File: config.mk
export PLATFORM = sky130hd
export DESIGN_NAME = sbe_ctrl
export DESIGN_NICKNAME = d
export VERILOG_FILES = /design/src/rtl/sbe_pkg.sv /design/src/rtl/sbe_ctrl.sv
export SDC_FILE = /design/constraint.sdc
export NUM_CORES = 1
export LEC_CHECK = 0
export BUFFER_PORTS_ARGS = -buffer_cell sky130_fd_sc_hd__buf_4
export CAP_MARGIN = 0
export CORE_AREA = 2 2 39 41
export CTS_CLUSTER_DIAMETER = 120
export DETAILED_ROUTE_END_ITERATION = 12
export DIE_AREA = 0 0 41 43
export HOLD_SLACK_MARGIN = 0.08
export SLEW_MARGIN = 25
export SYNTH_ARGS = -nofsm -noshare
export SYNTH_HDL_FRONTEND = slang
export SYNTH_SLANG_ARGS = --single-unit
File: constraint.sdc
create_clock -name clk -period 4.05 [get_ports clk]
set_input_delay 0.81 -clock clk [delete_from_list [all_inputs] [get_ports clk]]
set_output_delay 0.81 -clock clk [all_outputs]
set_load 0.01 [all_outputs]
File: src/rtl/sbe_pkg.sv
`timescale 1ns / 1ps
`default_nettype none

package sbe_pkg;

  localparam int STACK_DEPTH_DEF = 64;
  localparam int VAR_COUNT_DEF   = 256;
  localparam int MAX_LOOPS_DEF   = 8;

  localparam int KIND_W = 6;
  localparam int OB_W   = 8;
  localparam int PC_W   = 16;
  localparam int DATA_W = 32;
  localparam int STAT_W = 3;
  localparam int IN_TDATA_W  = 56;
  localparam int OUT_TDATA_W = 56;

  typedef enum logic [KIND_W-1:0] {
    OP_PUSH_STR, OP_PUSH_NUM, OP_PUSH_GLB, OP_PUSH_LOC, OP_POP_GLB, OP_POP_LOC,
    OP_INC_GLB, OP_DEC_GLB, OP_INC_LOC, OP_DEC_LOC, OP_ENTER, OP_LEAVE, OP_PUSH_RET,
    OP_ADD, OP_SUB, OP_MUL, OP_DIV, OP_MOD, OP_NEG, OP_LAND, OP_LOR, OP_LNOT,
    OP_AND, OP_OR, OP_XOR, OP_EQ, OP_NE, OP_LT, OP_LE, OP_GT, OP_GE,
    OP_GOTO, OP_GOSUB, OP_RETURN, OP_RETI, OP_FOR, OP_NEXT, OP_IF,
    OP_ON_GOTO, OP_ON_GOSUB, OP_PARAM, OP_PUSH_PARAM, OP_XCALL, OP_BREAK, OP_END
  } op_t;

  typedef enum logic [STAT_W-1:0] {
    RS_CONT, RS_END, RS_ERROR, RS_BREAK, RS_RETI, RS_XCALL
  } res_status_t;

  typedef enum logic [2:0] {
    AS_R1, AS_R2, AS_R3, AS_WR, AS_TOP
  } asel_t;

  typedef enum logic [3:0] {
    S_CLEAR, S_IDLE, S_A1, S_R1, S_R2, S_R3, S_LAT, S_DIV, S_COMMIT,
    S_TOPA, S_TOPR, S_TOPL
  } ctrl_state_t;

  typedef struct packed {
    logic  load;
    logic  clr;
    asel_t asel;
    logic  rd_first;
    logic  rd_stk;
    logic  lat_a;
    logic  lat_b;
    logic  lat_c;
    logic  div_start;
    logic  commit;
    logic  top_load;
  } cmd_t;

  typedef struct packed {
    logic clr_done;
    logic is_div;
    logic div_done;
    logic out_busy;
  } stat_t;

endpackage

`default_nettype wire

File: src/rtl/sbe_ctrl.sv
`timescale 1ns / 1ps
`default_nettype none

module sbe_ctrl
  import sbe_pkg::*;
(
  input  wire logic  clk,
  input  wire logic  rst,
  input  wire logic  in_valid,
  output logic       in_ready,
  input  wire stat_t stat,
  output cmd_t       cmd
);

  ctrl_state_t state, state_next;

  always_ff @(posedge clk) begin
    if (rst) begin
      state <= S_CLEAR;
    end else begin
      state <= state_next;
    end
  end

  always_comb begin
    state_next = state;
    cmd        = '0;
    in_ready   = 1'b0;
    unique case (state)
      S_CLEAR: begin
        cmd.clr = 1'b1;
        if (stat.clr_done) begin
          state_next = S_IDLE;
        end
      end
      S_IDLE: begin
        in_ready = 1'b1;
        if (in_valid) begin
          cmd.load   = 1'b1;
          state_next = S_A1;
        end
      end
      S_A1: begin
        cmd.asel   = AS_R1;
        state_next = S_R1;
      end
      S_R1: begin
        cmd.rd_first = 1'b1;
        cmd.asel     = AS_R2;
        state_next   = S_R2;
      end
      S_R2: begin
        cmd.rd_stk = 1'b1;
        cmd.lat_a  = 1'b1;
        cmd.asel   = AS_R3;
        state_next = S_R3;
      end
      S_R3: begin
        cmd.rd_stk = 1'b1;
        cmd.lat_b  = 1'b1;
        cmd.asel   = AS_WR;
        state_next = S_LAT;
      end
      S_LAT: begin
        cmd.lat_c = 1'b1;
        cmd.asel  = AS_WR;
        if (stat.is_div) begin
          cmd.div_start = 1'b1;
          state_next    = S_DIV;
        end else begin
          state_next = S_COMMIT;
        end
      end
      S_DIV: begin
        cmd.asel = AS_WR;
        if (stat.div_done) begin
          state_next = S_COMMIT;
        end
      end
      S_COMMIT: begin
        cmd.commit = 1'b1;
        cmd.asel   = AS_WR;
        state_next = S_TOPA;
      end
      S_TOPA: begin
        cmd.asel   = AS_TOP;
        state_next = S_TOPR;
      end
      S_TOPR: begin
        cmd.rd_stk = 1'b1;
        cmd.asel   = AS_TOP;
        state_next = S_TOPL;
      end
      S_TOPL: begin
        cmd.asel = AS_TOP;
        if (!stat.out_busy) begin
          cmd.top_load = 1'b1;
          state_next   = S_IDLE;
        end
      end
      default: begin
        state_next = S_CLEAR;
      end
    endcase
  end

endmodule

`default_nettype wire

==> impl_results.html, run 1 <==
<table>
<tr><th>Metric</th><th>Value</th></tr>
<tr><th colspan="2">Power and ir drop</th></tr>
<tr><td>VDD IR-drop max</td><td>0.2715 mV</td></tr>
<tr><td>Sw Pwr</td><td>117.2 µW</td></tr>
<tr><td>Int Pwr</td><td>155.2 µW</td></tr>
<tr><td>Switching part of the total power</td><td>43.02%</td></tr>
<tr><td>Total power divided by cell area</td><td>458.4 nW/µm²</td></tr>
<tr><td>Static leakage</td><td>0.0002652 µW</td></tr>
<tr><td>Logic pwr share</td><td>50.3%</td></tr>
<tr><td>Post-route total power</td><td>272.4 µW</td></tr>
<tr><td>Power share of the clock group</td><td>17.6%</td></tr>
<tr><td>Reg power frac</td><td>32.1%</td></tr>
<tr><th colspan="2">STA</th></tr>
<tr><td>Shortest clock period the worst path allows after layout</td><td>2400 ps</td></tr>
<tr><td>Final count of pins violating max slew</td><td>0</td></tr>
<tr><td>Final setup vio count</td><td>0</td></tr>
<tr><td>Period utilisation layout</td><td>59.27%</td></tr>
<tr><td>Highest clock frequency the design can meet</td><td>416.6 MHz</td></tr>
<tr><td>Worst Max-Slew Pin Slew</td><td>613.5 ps</td></tr>
<tr><td>Layout Skew</td><td>3.826 ps</td></tr>
<tr><td>Final hold violations</td><td>0</td></tr>
<tr><td>Setup repair after global routing missed its margin</td><td>false</td></tr>
<tr><td>Worst slew margin</td><td>59.05%</td></tr>
<tr><td>Total negative slack</td><td>0 ps</td></tr>
<tr><th colspan="2">Finish</th></tr>
<tr><td>Number of filler instances in the final layout</td><td>161</td></tr>
<tr><td>Fraction of layout cells with a size suffix above 1</td><td>32.93%</td></tr>
<tr><td>Fraction of the core area covered by cells at the end of the flow</td><td>42.95%</td></tr>
<tr><td>Post-synthesis to final-layout area growth</td><td>36.89%</td></tr>
<tr><td>Register Area</td><td>80.08 µm²</td></tr>
<tr><td>Largest registers</td><td>state (4)</td></tr>
<tr><td>Net count reported at finish</td><td>91</td></tr>
<tr><td>ANT cells</td><td>0</td></tr>
<tr><td>Most flop-heavy register</td><td>state</td></tr>
<tr><td>Area of combinational cells with multiple inputs</td><td>317.8 µm²</td></tr>
<tr><td>Number of flip-flops under the largest register name</td><td>4</td></tr>
<tr><th colspan="2">Clock tree</th></tr>
<tr><td>CTS sink count</td><td>4</td></tr>
<tr><td>CTS max path bufs</td><td>2</td></tr>
<tr><td>CTS tree</td><td>built</td></tr>
<tr><td>Root buffer cell</td><td>clkbuf_4</td></tr>
<tr><td>Post-CTS Repair Setup Buffers</td><td>0</td></tr>
<tr><td>Number of CTS-inserted buffers</td><td>3</td></tr>
<tr><td>Post-cts resize count</td><td>0</td></tr>
<tr><td>Count of hold-fix buffers inserted at cts</td><td>0</td></tr>
<tr><td>Max H-tree Level</td><td>1</td></tr>
<tr><td>Clock transition at the registers of the reported paths</td><td>40 ps</td></tr>
<tr><td>Later-pin clock latency in the skew report</td><td>230 ps</td></tr>
<tr><th colspan="2">Run</th></tr>
<tr><td>Maximum capacitance violations</td><td>0</td></tr>
<tr><th colspan="2">Place</th></tr>
<tr><td>Number of port buffers</td><td>20</td></tr>
<tr><td>Final Wtd Congestion</td><td>0.8114</td></tr>
<tr><td>Detailed Place HPWL</td><td>793.1 µm</td></tr>
<tr><th colspan="2">Yosys</th></tr>
<tr><td>Number of enable flip-flop cells after synthesis</td><td>0</td></tr>
<tr><td>Cell variety after synth</td><td>30</td></tr>
<tr><td>Post-synthesis net count</td><td>72</td></tr>
<tr><td>Ys Warns</td><td>0</td></tr>
<tr><td>Fraction of registers with async set or reset after synthesis</td><td>0%</td></tr>
<tr><td>Total standard cell area after synthesis</td><td>434.2 µm²</td></tr>
<tr><td>Ys flop type</td><td>dfxtp_1</td></tr>
<tr><td>Sequential-to-total area share from yosys stat</td><td>18.44%</td></tr>
<tr><td>Register bit total from synthesis</td><td>4</td></tr>
<tr><td>Synthesized area per cell</td><td>6.679 µm²</td></tr>
<tr><td>Cell count after synthesis</td><td>65</td></tr>
<tr><th colspan="2">Worst setup path</th></tr>
<tr><td>CP startpoint kind</td><td>flip-flop</td></tr>
<tr><td>Worst setup path class</td><td>reg -&gt; out</td></tr>
<tr><td>R2r setup slk</td><td>2420 ps</td></tr>
<tr><td>Worst-path maximum fanout</td><td>14</td></tr>
<tr><td>Data arrival time of the critical path</td><td>1590 ps</td></tr>
<tr><td>Kind of capture point of the worst setup path</td><td>output pin</td></tr>
<tr><td>Required time of the critical path</td><td>3240 ps</td></tr>
<tr><th colspan="2">Routing</th></tr>
<tr><td>1st-pass router iterations</td><td>4</td></tr>
<tr><td>Remaining DRCs</td><td>0</td></tr>
<tr><td>Remaining number of nets flagged by the antenna check after routing</td><td>0</td></tr>
<tr><td>Ratio of routed vias to standard cells</td><td>5.306</td></tr>
<tr><td>Detailed router's first-iteration violation count</td><td>14</td></tr>
<tr><td>Post-detailed-route wirelength per cell</td><td>11.21 µm</td></tr>
<tr><td>DRT Wirelength</td><td>1099 µm</td></tr>
<tr><td>Via count</td><td>520</td></tr>
<tr><th colspan="2">Die</th></tr>
<tr><td>Core Region</td><td>1384 µm²</td></tr>
<tr><td>Die Y-Extent</td><td>43 µm</td></tr>
<tr><td>FP Rows</td><td>14</td></tr>
<tr><td>Floorplan die area</td><td>1763 µm²</td></tr>
<tr><td>X dimension of the die</td><td>41 µm</td></tr>
<tr><td>Number of placed I/O pins</td><td>21</td></tr>
<tr><td>Starting Density</td><td>31.37%</td></tr>
<tr><th colspan="2">Outcome</th></tr>
<tr><td>Result of the run</td><td>finished, final reports clean</td></tr>
<tr><th colspan="2">Hold path</th></tr>
<tr><td>Worst hold path type</td><td>reg -&gt; reg</td></tr>
<tr><th colspan="2">Global routing</th></tr>
<tr><td>First-pass GRT wire length</td><td>1690 µm</td></tr>
<tr><td>Antenna violations before repair</td><td>0</td></tr>
<tr><td>GRT overflow</td><td>0</td></tr>
<tr><td>Pin count of the biggest net entering global routing</td><td>21</td></tr>
<tr><td>Total Routing Usage GR</td><td>13.74%</td></tr>
<tr><td>Number of global-route vias before repair</td><td>376</td></tr>
</table>
[final timing paths]
check / from / end / cells after the start
worst max-delay path: state[3] / cmd[9] / 4
worst min-delay path: state[2] / state[2] / 2
worst max register to register: state[0] / state[1] / 4
worst min register to register: state[2] / state[2] / 2
[cell usage after synthesis (2+ instances only)]
| library cell | n | area, µm² |
|---|---|---|
| nor3_1 | 7 | 35.03 |
| nand2_1 | 6 | 22.52 |
| nor2_1 | 6 | 22.52 |
| dfxtp_1 | 4 | 80.08 |
| nand2b_1 | 4 | 25.02 |
| o21ai_0 | 4 | 20.02 |
| a21oi_1 | 3 | 15.01 |
| clkbuf_1 | 3 | 11.26 |
| nor2b_1 | 3 | 18.77 |
| a21o_1 | 2 | 15.01 |
| a21oi_2 | 2 | 17.52 |
| and2_1 | 2 | 12.51 |
| buf_2 | 2 | 10.01 |
[power by group through the flow]
| stage | Clock, µW | Combinational [µW] | Sequential [µW] |
|---|---|---|---|
| floorplan | 0 | 127 | 52.8 |
| global placement | 0 | 138 | 86.6 |
| detailed placement | 0 | 138 | 86.8 |
| CTS | 50.9 | 138 | 85.6 |
| global route | 56.6 | 151 | 91.8 |
| finish | 48.0 | 137 | 87.4 |
[metal layers]
layer / vias up / GRT usage [%] / wire (µm)
met1: 233 / 21.79 / 541
met2: 18 / 16.88 / 466
li1: 269 / - / -
met4: 0 / 2.000 / 0
met5: - / 0 / 0
met3: 0 / 6.283 / 91
[cells in the final DEF, fill, tap and decap left out, drive strengths merged]
master / synthesis / layout
a2111oi: 1 / 1
a211oi: 1 / 1
a21o: 2 / 2
a21oi: 5 / 5
a22oi: 1 / 1
and2: 2 / 2
and3: 1 / 1
buf: 3 / 20
clkbuf: 3 / 3
dfxtp: 4 / 4
inv: 1 / 1
nand2: 6 / 6
nand2b: 4 / 4
nand3: 1 / 1
nand4b: 1 / 1
nor2: 6 / 6
nor2b: 3 / 3
nor3: 8 / 8
nor3b: 1 / 1
nor4: 1 / 1
o211ai: 1 / 1
o21a: 1 / 1
o21ai: 4 / 4
o21bai: 1 / 1
o22ai: 1 / 1
or3: 1 / 1
or4: 1 / 1
[through the flow]
stage | cells | cell area [µm²] | setup WS (ps) | hold WS, ps
3_3_place_gp | 95 | 571.8 | 1926 | 672.2
3_5_place_dp | 95 | 571.8 | 1897 | 677.7
5_1_grt | 98 | 594.3 | 1494 | 739.9
6_report | 98 | 594.3 | 1650 | 689.4
2_1_floorplan | 65 | 434.2 | 2081 | 662.7
4_1_cts | 98 | 594.3 | 1652 | 688.7
[cells by family after synthesis]
logic type / after synthesis / synth area share (%)
compound gates: 18 / 27.67
simple gates: 36 / 45.53
buf+inv: 7 / 8.356
flops: 4 / 18.44
[critical path: stages, from the launching register on]
cell and delay (ps):
dfxtp_1 560, nand2b_1 220, or3_1 380, nand2_1 80, buf_4 120
[final cells by class]
| class | count | area share, % |
|---|---|---|
| Sequential cell | 4 | 13.47 |
| Tap cell | 16 | 3.368 |
| Multi-Input combinational cell | 54 | 53.47 |
| Inverter | 1 | 0.6316 |
| Clock buffer | 3 | 3.789 |
| Timing Repair Buffer | 20 | 25.26 |
Power figures use the tool's default switching activity.
==> inputs of run 2 (changes only) <==
==> constraint.sdc (replaced) <==
create_clock -name clk -period 2.3 [get_ports clk]
set_input_delay 0.46 -clock clk [delete_from_list [all_inputs] [get_ports clk]]
set_output_delay 0.46 -clock clk [all_outputs]
set_load 0.01 [all_outputs]
==> run 2 against run 1 <==
Critical path depth is the same. Clock power grew 81%. Cell count is the same. Largest power group unchanged.
==> impl_results.html, run 2 (synthesis gave the netlist of run 1 again) <==
<table>
<tr><th>Metric</th><th>Value</th></tr>
<tr><th colspan="2">STA</th></tr>
<tr><td>Final setup vio count</td><td>0 (unchanged)</td></tr>
<tr><td>Worst Max-Slew Pin Slew</td><td>587.8 ps (-25.68 ps)</td></tr>
<tr><td>Final count of pins violating max slew</td><td>0 (unchanged)</td></tr>
<tr><td>Worst slew margin</td><td>60.76% (+1.7 points)</td></tr>
<tr><td>Total negative slack</td><td>0 ps (unchanged)</td></tr>
<tr><td>Highest clock frequency the design can meet</td><td>486.4 MHz</td></tr>
<tr><td>Setup repair after global routing missed its margin</td><td>false</td></tr>
<tr><td>Period utilisation layout</td><td>89.39%</td></tr>
<tr><td>Layout Skew</td><td>2.959 ps (-0.8676 ps)</td></tr>
<tr><td>Shortest clock period the worst path allows after layout</td><td>2056 ps</td></tr>
<tr><td>Final hold violations</td><td>0 (unchanged)</td></tr>
<tr><th colspan="2">Die</th></tr>
<tr><td>Core Region</td><td>1384 µm² (unchanged)</td></tr>
<tr><td>Starting Density</td><td>31.37% (unchanged)</td></tr>
<tr><td>FP Rows</td><td>14 (unchanged)</td></tr>
<tr><td>Floorplan die area</td><td>1763 µm² (unchanged)</td></tr>
<tr><td>Number of placed I/O pins</td><td>21 (unchanged)</td></tr>
<tr><td>X dimension of the die</td><td>41 µm (unchanged)</td></tr>
<tr><td>Die Y-Extent</td><td>43 µm (unchanged)</td></tr>
<tr><th colspan="2">Routing</th></tr>
<tr><td>Remaining number of nets flagged by the antenna check after routing</td><td>0 (unchanged)</td></tr>
<tr><td>1st-pass router iterations</td><td>4 (unchanged)</td></tr>
<tr><td>Detailed router's first-iteration violation count</td><td>13 (-1)</td></tr>
<tr><td>Post-detailed-route wirelength per cell</td><td>10.67 µm (-4.8%)</td></tr>
<tr><td>DRT Wirelength</td><td>1046 µm (-4.8%)</td></tr>
<tr><td>Via count</td><td>495 (-4.8%)</td></tr>
<tr><td>Ratio of routed vias to standard cells</td><td>5.051 (-4.8%)</td></tr>
<tr><td>Remaining DRCs</td><td>0 (unchanged)</td></tr>
<tr><th colspan="2">Worst setup path</th></tr>
<tr><td>Crit path cell chain</td><td>nand2b_1 -&gt; or3_1 -&gt; nand2_1 -&gt; buf_4</td></tr>
<tr><td>Number of cells traversed by the worst register-to-register path</td><td>4 (unchanged)</td></tr>
<tr><td>Origin of the critical flop-to-flop path</td><td>state[0]</td></tr>
<tr><td>CP startpoint kind</td><td>flip-flop</td></tr>
<tr><td>Critical-path top delay cell</td><td>dfxtp_1</td></tr>
<tr><td>Terminus of the critical flop-to-flop path</td><td>state[1]</td></tr>
<tr><td>R2r setup slk</td><td>690 ps (-1730 ps)</td></tr>
<tr><td>Required time of the critical path</td><td>1840 ps (-1400 ps)</td></tr>
<tr><td>Worst-path maximum fanout</td><td>14 (unchanged)</td></tr>
<tr><td>Worst setup path class</td><td>reg -&gt; out</td></tr>
<tr><td>Kind of capture point of the worst setup path</td><td>output pin</td></tr>
<tr><td>Data arrival time of the critical path</td><td>1600 ps (about the same)</td></tr>
<tr><td>Slowest cell delay on critical path</td><td>560 ps (about the same)</td></tr>
<tr><td>Critical path's top delay family</td><td>simple AND/OR/NAND/NOR gates</td></tr>
<tr><td>Crit. Startpoint</td><td>state[3]</td></tr>
<tr><td>Worst Path Buf+Inv</td><td>1 (unchanged)</td></tr>
<tr><th colspan="2">Clock tree</th></tr>
<tr><td>CTS sink count</td><td>4 (unchanged)</td></tr>
<tr><td>Max H-tree Level</td><td>1 (unchanged)</td></tr>
<tr><td>Later-pin clock latency in the skew report</td><td>230 ps (about the same)</td></tr>
<tr><td>CTS max path bufs</td><td>2 (unchanged)</td></tr>
<tr><td>Number of CTS-inserted buffers</td><td>3 (unchanged)</td></tr>
<tr><td>Post-cts resize count</td><td>0 (unchanged)</td></tr>
<tr><td>Clock transition at the registers of the reported paths</td><td>40 ps (about the same)</td></tr>
<tr><td>Root buffer cell</td><td>clkbuf_4</td></tr>
<tr><td>CTS tree</td><td>built</td></tr>
<tr><td>Post-CTS Repair Setup Buffers</td><td>0 (unchanged)</td></tr>
<tr><td>Count of hold-fix buffers inserted at cts</td><td>0 (unchanged)</td></tr>
<tr><th colspan="2">Power and ir drop</th></tr>
<tr><td>Reg power frac</td><td>31.6% (-0.5 points)</td></tr>
<tr><td>Total power divided by cell area</td><td>804.1 nW/µm² (+75%)</td></tr>
<tr><td>Power share of the clock group</td><td>18.2% (+0.6 points)</td></tr>
<tr><td>Post-route total power</td><td>477.9 µW (+75%)</td></tr>
<tr><td>Static leakage</td><td>0.0002652 µW (unchanged)</td></tr>
<tr><td>Sw Pwr</td><td>204.5 µW (+74%)</td></tr>
<tr><td>Logic pwr share</td><td>50.3% (about the same)</td></tr>
<tr><td>Switching part of the total power</td><td>42.79% (-0.23 points)</td></tr>
<tr><td>VDD IR-drop max</td><td>0.3057 mV (+13%)</td></tr>
<tr><td>Int Pwr</td><td>273.4 µW (+76%)</td></tr>
<tr><th colspan="2">Global routing</th></tr>
<tr><td>Top Usage Layer GRT</td><td>met1</td></tr>
<tr><td>Number of global-route vias before repair</td><td>367 (-2.4%)</td></tr>
<tr><td>First-pass GRT wire length</td><td>1587 µm (-6.1%)</td></tr>
<tr><td>Total Routing Usage GR</td><td>12.65% (-1.1 points)</td></tr>
<tr><td>Met2 demand-to-capacity share in global routing</td><td>14.69% (-2.2 points)</td></tr>
<tr><td>Met3 global-route usage</td><td>4.712% (-1.6 points)</td></tr>
<tr><td>GR Layer Usage met1</td><td>21.54% (-0.25 points)</td></tr>
<tr><td>GRT overflow</td><td>0 (unchanged)</td></tr>
<tr><td>Antenna violations before repair</td><td>0 (unchanged)</td></tr>
<tr><td>Pin count of the biggest net entering global routing</td><td>21 (unchanged)</td></tr>
<tr><th colspan="2">Place</th></tr>
<tr><td>Detailed Place HPWL</td><td>754.4 µm (-4.9%)</td></tr>
<tr><td>Number of port buffers</td><td>20 (unchanged)</td></tr>
<tr><td>Final Wtd Congestion</td><td>0.7547 (-7.0%)</td></tr>
<tr><th colspan="2">Finish</th></tr>
<tr><td>Net count reported at finish</td><td>91 (unchanged)</td></tr>
<tr><td>ANT cells</td><td>0 (unchanged)</td></tr>
<tr><td>Fraction of the core area covered by cells at the end of the flow</td><td>42.95% (unchanged)</td></tr>
<tr><td>Number of filler instances in the final layout</td><td>153 (-5.0%)</td></tr>
<tr><td>Post-synthesis to final-layout area growth</td><td>36.89% (unchanged)</td></tr>
<tr><td>Most common cell after layout, fill and taps aside</td><td>buf_4</td></tr>
<tr><td>Largest registers</td><td>state (4)</td></tr>
<tr><td>Most flop-heavy register</td><td>state</td></tr>
<tr><td>Number of flip-flops under the largest register name</td><td>4 (unchanged)</td></tr>
<tr><td>Most frequent cells in the layout</td><td>buf_4, nor3_1, nor2_1, nand2_1</td></tr>
<tr><td>Fraction of layout cells with a size suffix above 1</td><td>32.93% (unchanged)</td></tr>
<tr><th colspan="2">Outcome</th></tr>
<tr><td>Result of the run</td><td>finished, final reports clean</td></tr>
<tr><th colspan="2">Run</th></tr>
<tr><td>Maximum capacitance violations</td><td>0 (unchanged)</td></tr>
<tr><th colspan="2">Hold path</th></tr>
<tr><td>Capture endpoint of the worst hold path</td><td>state[3]</td></tr>
<tr><td>Worst hold path type</td><td>in -&gt; reg</td></tr>
<tr><td>Hold Path Stages</td><td>2 (unchanged)</td></tr>
<tr><td>Min-delay src</td><td>rst</td></tr>
</table>
## run 2: final cells by class
class / count / area [µm²] / area share, %
Multi-Input combinational cell: 54 / 317.8 / 53.47
Tap cell: 16 / 20.02 / 3.368
Timing Repair Buffer: 20 / 150.1 / 25.26
Clock buffer: 3 / 22.52 / 3.789
Inverter: 1 / 3.754 / 0.6316
Sequential cell: 4 / 80.08 / 13.47
## run 2: worst max path at each step
| stage | endpoint | slack, ps | depth (start not counted) |
|---|---|---|---|
| after floorplan | cmd[12] | 680 | 4 |
| after global placement | cmd[9] | 540 | 4 |
| after detailed placement | cmd[9] | 500 | 4 |
| after CTS | cmd[9] | 230 | 4 |
| after global routing | cmd[9] | 100 | 4 |
| final | cmd[9] | 240 | 4 |
## run 2: power groups by stage
stage          logic (µW)  registers, µW  clock network [µW]
2_1_floorplan         224           93.0                   0
3_3_place_gp          243            151                   0
3_5_place_dp          241            151                   0
4_1_cts               242            150                93.0
5_1_grt               267            159                99.0
6_report              240            151                86.8
## run 2: routing by layer
metal,wire (µm),up-vias
li1,-,267
met1,530,215
met2,454,13
met3,61,0
met4,0,0
met5,0,-
## run 2: worst register-to-register path, delay by kind of cell (launching register included)
family	cells	cell delay, ps
and+or+nand+nor	2	650
DFF	1	470
AOI/OAI and AO/OA	2	370
## run 2: metrics by stage
stage	instance area, µm²	hold slack (ps)	setup slack (ps)	std cells
floorplan	434.2	529.1	681.2	65
global placement	571.8	662.7	539.6	95
detailed placement	571.8	662.9	497.5	95
CTS	594.3	411.1	234.4	98
global route	594.3	402.3	102.1	98
finish	594.3	425.3	244.1	98
==> inputs of run 3 (changes only) <==
--- a/config.mk
+++ b/config.mk
@@ -12,6 +12,7 @@
 export DETAILED_ROUTE_END_ITERATION = 12
 export DIE_AREA = 0 0 41 43
 export HOLD_SLACK_MARGIN = 0.08
+export PLACE_DENSITY_LB_ADDON = 0.05
 export SLEW_MARGIN = 25
 export SYNTH_ARGS = -nofsm -noshare
 export SYNTH_HDL_FRONTEND = slang
==> constraint.sdc (replaced) <==
create_clock -name clk -period 2.34 [get_ports clk]
set_input_delay 0.468 -clock clk [delete_from_list [all_inputs] [get_ports clk]]
set_output_delay 0.468 -clock clk [all_outputs]
set_load 0.01 [all_outputs]
==> run 3 against run 2 <==
Clock skew barely moved. Design area rose by 2.5%. Critical path type unchanged. Clock power fell by 3.9%. Largest power group unchanged.
==> impl_results.html, run 3 (synthesis gave the netlist of run 1 again) <==
<table>
<tr><th>Metric</th><th>Value</th></tr>
<tr><th colspan="2">STA</th></tr>
<tr><td>Highest clock frequency the design can meet</td><td>486.5 MHz</td></tr>
<tr><td>Worst slew margin</td><td>67.35% (+6.6 points)</td></tr>
<tr><td>Layout Skew</td><td>3.296 ps (+0.3370 ps)</td></tr>
<tr><td>Final hold violations</td><td>0 (unchanged)</td></tr>
<tr><td>Final setup vio count</td><td>0 (unchanged)</td></tr>
<tr><td>Total negative slack</td><td>0 ps (unchanged)</td></tr>
<tr><td>Shortest clock period the worst path allows after layout</td><td>2055 ps</td></tr>
<tr><td>Worst Max-Slew Pin Slew</td><td>489.1 ps (-98.67 ps)</td></tr>
<tr><td>Final count of pins violating max slew</td><td>0 (unchanged)</td></tr>
<tr><td>Period utilisation layout</td><td>87.84%</td></tr>
<tr><td>Worst setup margin</td><td>284.7 ps (+40.58 ps)</td></tr>
<tr><td>Setup repair after global routing missed its margin</td><td>false</td></tr>
<tr><th colspan="2">Power and ir drop</th></tr>
<tr><td>Static leakage</td><td>0.0002754 µW (+3.9%)</td></tr>
<tr><td>VDD IR-drop max</td><td>0.4611 mV (+51%)</td></tr>
<tr><td>Total power divided by cell area</td><td>801.4 nW/µm² (-0.35%)</td></tr>
<tr><th colspan="2">Routing</th></tr>
<tr><td>Ratio of routed vias to standard cells</td><td>5.070 (+0.38%)</td></tr>
<tr><td>Detailed router's first-iteration violation count</td><td>10 (-3)</td></tr>
<tr><td>Post-detailed-route wirelength per cell</td><td>11.61 µm (+8.8%)</td></tr>
<tr><td>Remaining DRCs</td><td>0 (unchanged)</td></tr>
<tr><td>DRT Wirelength</td><td>1161 µm (+11%)</td></tr>
<tr><td>Remaining number of nets flagged by the antenna check after routing</td><td>0 (unchanged)</td></tr>
<tr><td>Via count</td><td>507 (+2.4%)</td></tr>
<tr><td>1st-pass router iterations</td><td>4 (unchanged)</td></tr>
<tr><th colspan="2">Global routing</th></tr>
<tr><td>Number of global-route vias before repair</td><td>422 (+15%)</td></tr>
<tr><td>Met2 demand-to-capacity share in global routing</td><td>20.31% (+5.6 points)</td></tr>
<tr><td>Top Usage Layer GRT</td><td>met2</td></tr>
<tr><td>Total Routing Usage GR</td><td>14.43% (+1.8 points)</td></tr>
<tr><td>GRT overflow</td><td>0 (unchanged)</td></tr>
<tr><td>GR Layer Usage met1</td><td>19.49% (-2.1 points)</td></tr>
<tr><td>Met3 global-route usage</td><td>6.283% (+1.6 points)</td></tr>
<tr><td>Pin count of the biggest net entering global routing</td><td>16 (-24%)</td></tr>
<tr><td>Antenna violations before repair</td><td>0 (unchanged)</td></tr>
<tr><td>First-pass GRT wire length</td><td>1752 µm (+10%)</td></tr>
<tr><th colspan="2">Clock tree</th></tr>
<tr><td>Post-cts resize count</td><td>0 (unchanged)</td></tr>
<tr><td>Post-CTS Repair Setup Buffers</td><td>0 (unchanged)</td></tr>
<tr><td>Later-pin clock latency in the skew report</td><td>230 ps (about the same)</td></tr>
<tr><td>CTS tree</td><td>built</td></tr>
<tr><td>CTS sink count</td><td>4 (unchanged)</td></tr>
<tr><td>Count of hold-fix buffers inserted at cts</td><td>0 (unchanged)</td></tr>
<tr><td>Root buffer cell</td><td>clkbuf_4</td></tr>
<tr><td>Max H-tree Level</td><td>1 (unchanged)</td></tr>
<tr><td>Number of CTS-inserted buffers</td><td>3 (unchanged)</td></tr>
<tr><td>CTS max path bufs</td><td>2 (unchanged)</td></tr>
<tr><td>Clock transition at the registers of the reported paths</td><td>40 ps (about the same)</td></tr>
<tr><th colspan="2">Finish</th></tr>
<tr><td>Number of filler instances in the final layout</td><td>149 (-2.6%)</td></tr>
<tr><td>Most flop-heavy register</td><td>state</td></tr>
<tr><td>Net count reported at finish</td><td>93 (+2.2%)</td></tr>
<tr><td>Most common cell after layout, fill and taps aside</td><td>buf_4</td></tr>
<tr><td>Fraction of layout cells with a size suffix above 1</td><td>34.52% (+1.6 points)</td></tr>
<tr><td>Most frequent cells in the layout</td><td>buf_4, nor3_1, nor2_1, nand2_1</td></tr>
<tr><td>Largest registers</td><td>state (4)</td></tr>
<tr><td>Post-synthesis to final-layout area growth</td><td>40.35%</td></tr>
<tr><td>ANT cells</td><td>0 (unchanged)</td></tr>
<tr><td>Number of flip-flops under the largest register name</td><td>4 (unchanged)</td></tr>
<tr><th colspan="2">Die</th></tr>
<tr><td>Core Region</td><td>1384 µm² (unchanged)</td></tr>
<tr><td>FP Rows</td><td>14 (unchanged)</td></tr>
<tr><td>X dimension of the die</td><td>41 µm (unchanged)</td></tr>
<tr><td>Starting Density</td><td>31.37% (unchanged)</td></tr>
<tr><td>Floorplan die area</td><td>1763 µm² (unchanged)</td></tr>
<tr><td>Number of placed I/O pins</td><td>21 (unchanged)</td></tr>
<tr><td>Die Y-Extent</td><td>43 µm (unchanged)</td></tr>
<tr><th colspan="2">Place</th></tr>
<tr><td>Placement-stage worst setup slack</td><td>514.8 ps (+17.37 ps)</td></tr>
<tr><td>Detailed Place HPWL</td><td>888.2 µm (+18%)</td></tr>
<tr><td>Final Wtd Congestion</td><td>0.7821 (+3.6%)</td></tr>
<tr><td>Number of port buffers</td><td>20 (unchanged)</td></tr>
<tr><th colspan="2">Outcome</th></tr>
<tr><td>Result of the run</td><td>finished, final reports clean</td></tr>
<tr><th colspan="2">Hold path</th></tr>
<tr><td>Worst hold path type</td><td>in -&gt; reg</td></tr>
<tr><th colspan="2">Worst setup path</th></tr>
<tr><td>Kind of capture point of the worst setup path</td><td>output pin</td></tr>
<tr><td>CP startpoint kind</td><td>flip-flop</td></tr>
<tr><td>Worst setup path class</td><td>reg -&gt; out</td></tr>
<tr><td>Data arrival time of the critical path</td><td>1590 ps (about the same)</td></tr>
<tr><td>Required time of the critical path</td><td>1870 ps (+30 ps)</td></tr>
<tr><td>Worst-path maximum fanout</td><td>14 (unchanged)</td></tr>
<tr><th colspan="2">Run</th></tr>
<tr><td>Maximum capacitance violations</td><td>0 (unchanged)</td></tr>
</table>
run 3: area by class of cell:
class                           count  area, µm²  area share [%]
Tap cell                           16      20.02           3.285
Inverter                            1      3.754          0.6160
Sequential cell                     4      80.08           13.14
Timing Repair Buffer               22      165.2           27.10
Clock buffer                        3      22.52           3.696
Multi-Input combinational cell     54      317.8           52.16
run 3: worst paths after layout:
kind                            cells after the start        to     start  slack [ps]
worst min-delay path                                2  state[0]       rst         430
worst max register to register                      4  state[1]  state[2]         790
worst max-delay path                                4    cmd[9]  state[3]         280
worst min register to register                      2  state[2]  state[0]         690
run 3: critical path, cell delays in order, from the launching register on:
cell,delay [ps]
dfxtp_1,560
nand2b_1,210
or3_1,380
nand2_1,80
buf_4,120
run 3: metrics by stage:
step           power, µW  std cells  hold WS (ps)  area [µm²]  utilization [%]
3_5_place_dp       406.2         97         670.8       586.8            42.41
4_1_cts            493.9        100         424.9       609.3            44.03
5_1_grt            533.0        100         425.7       609.3            44.03
6_report           488.3        100         431.6       609.3            44.03
2_1_floorplan      311.4         65         537.1       434.2                -
3_3_place_gp       410.4         97         669.5       586.8            42.41
run 3: power breakdown:
| group | switching (µW) | internal, µW |
|---|---|---|
| sequential | 52.6 | 84.0 |
| clock | 26.2 | 57.2 |
| combinational | 127 | 141 |
run 3: layer usage:
metal,up-vias,wire (µm)
met5,-,0
met4,0,0
met3,0,46
met2,13,531
met1,223,583
li1,271,-
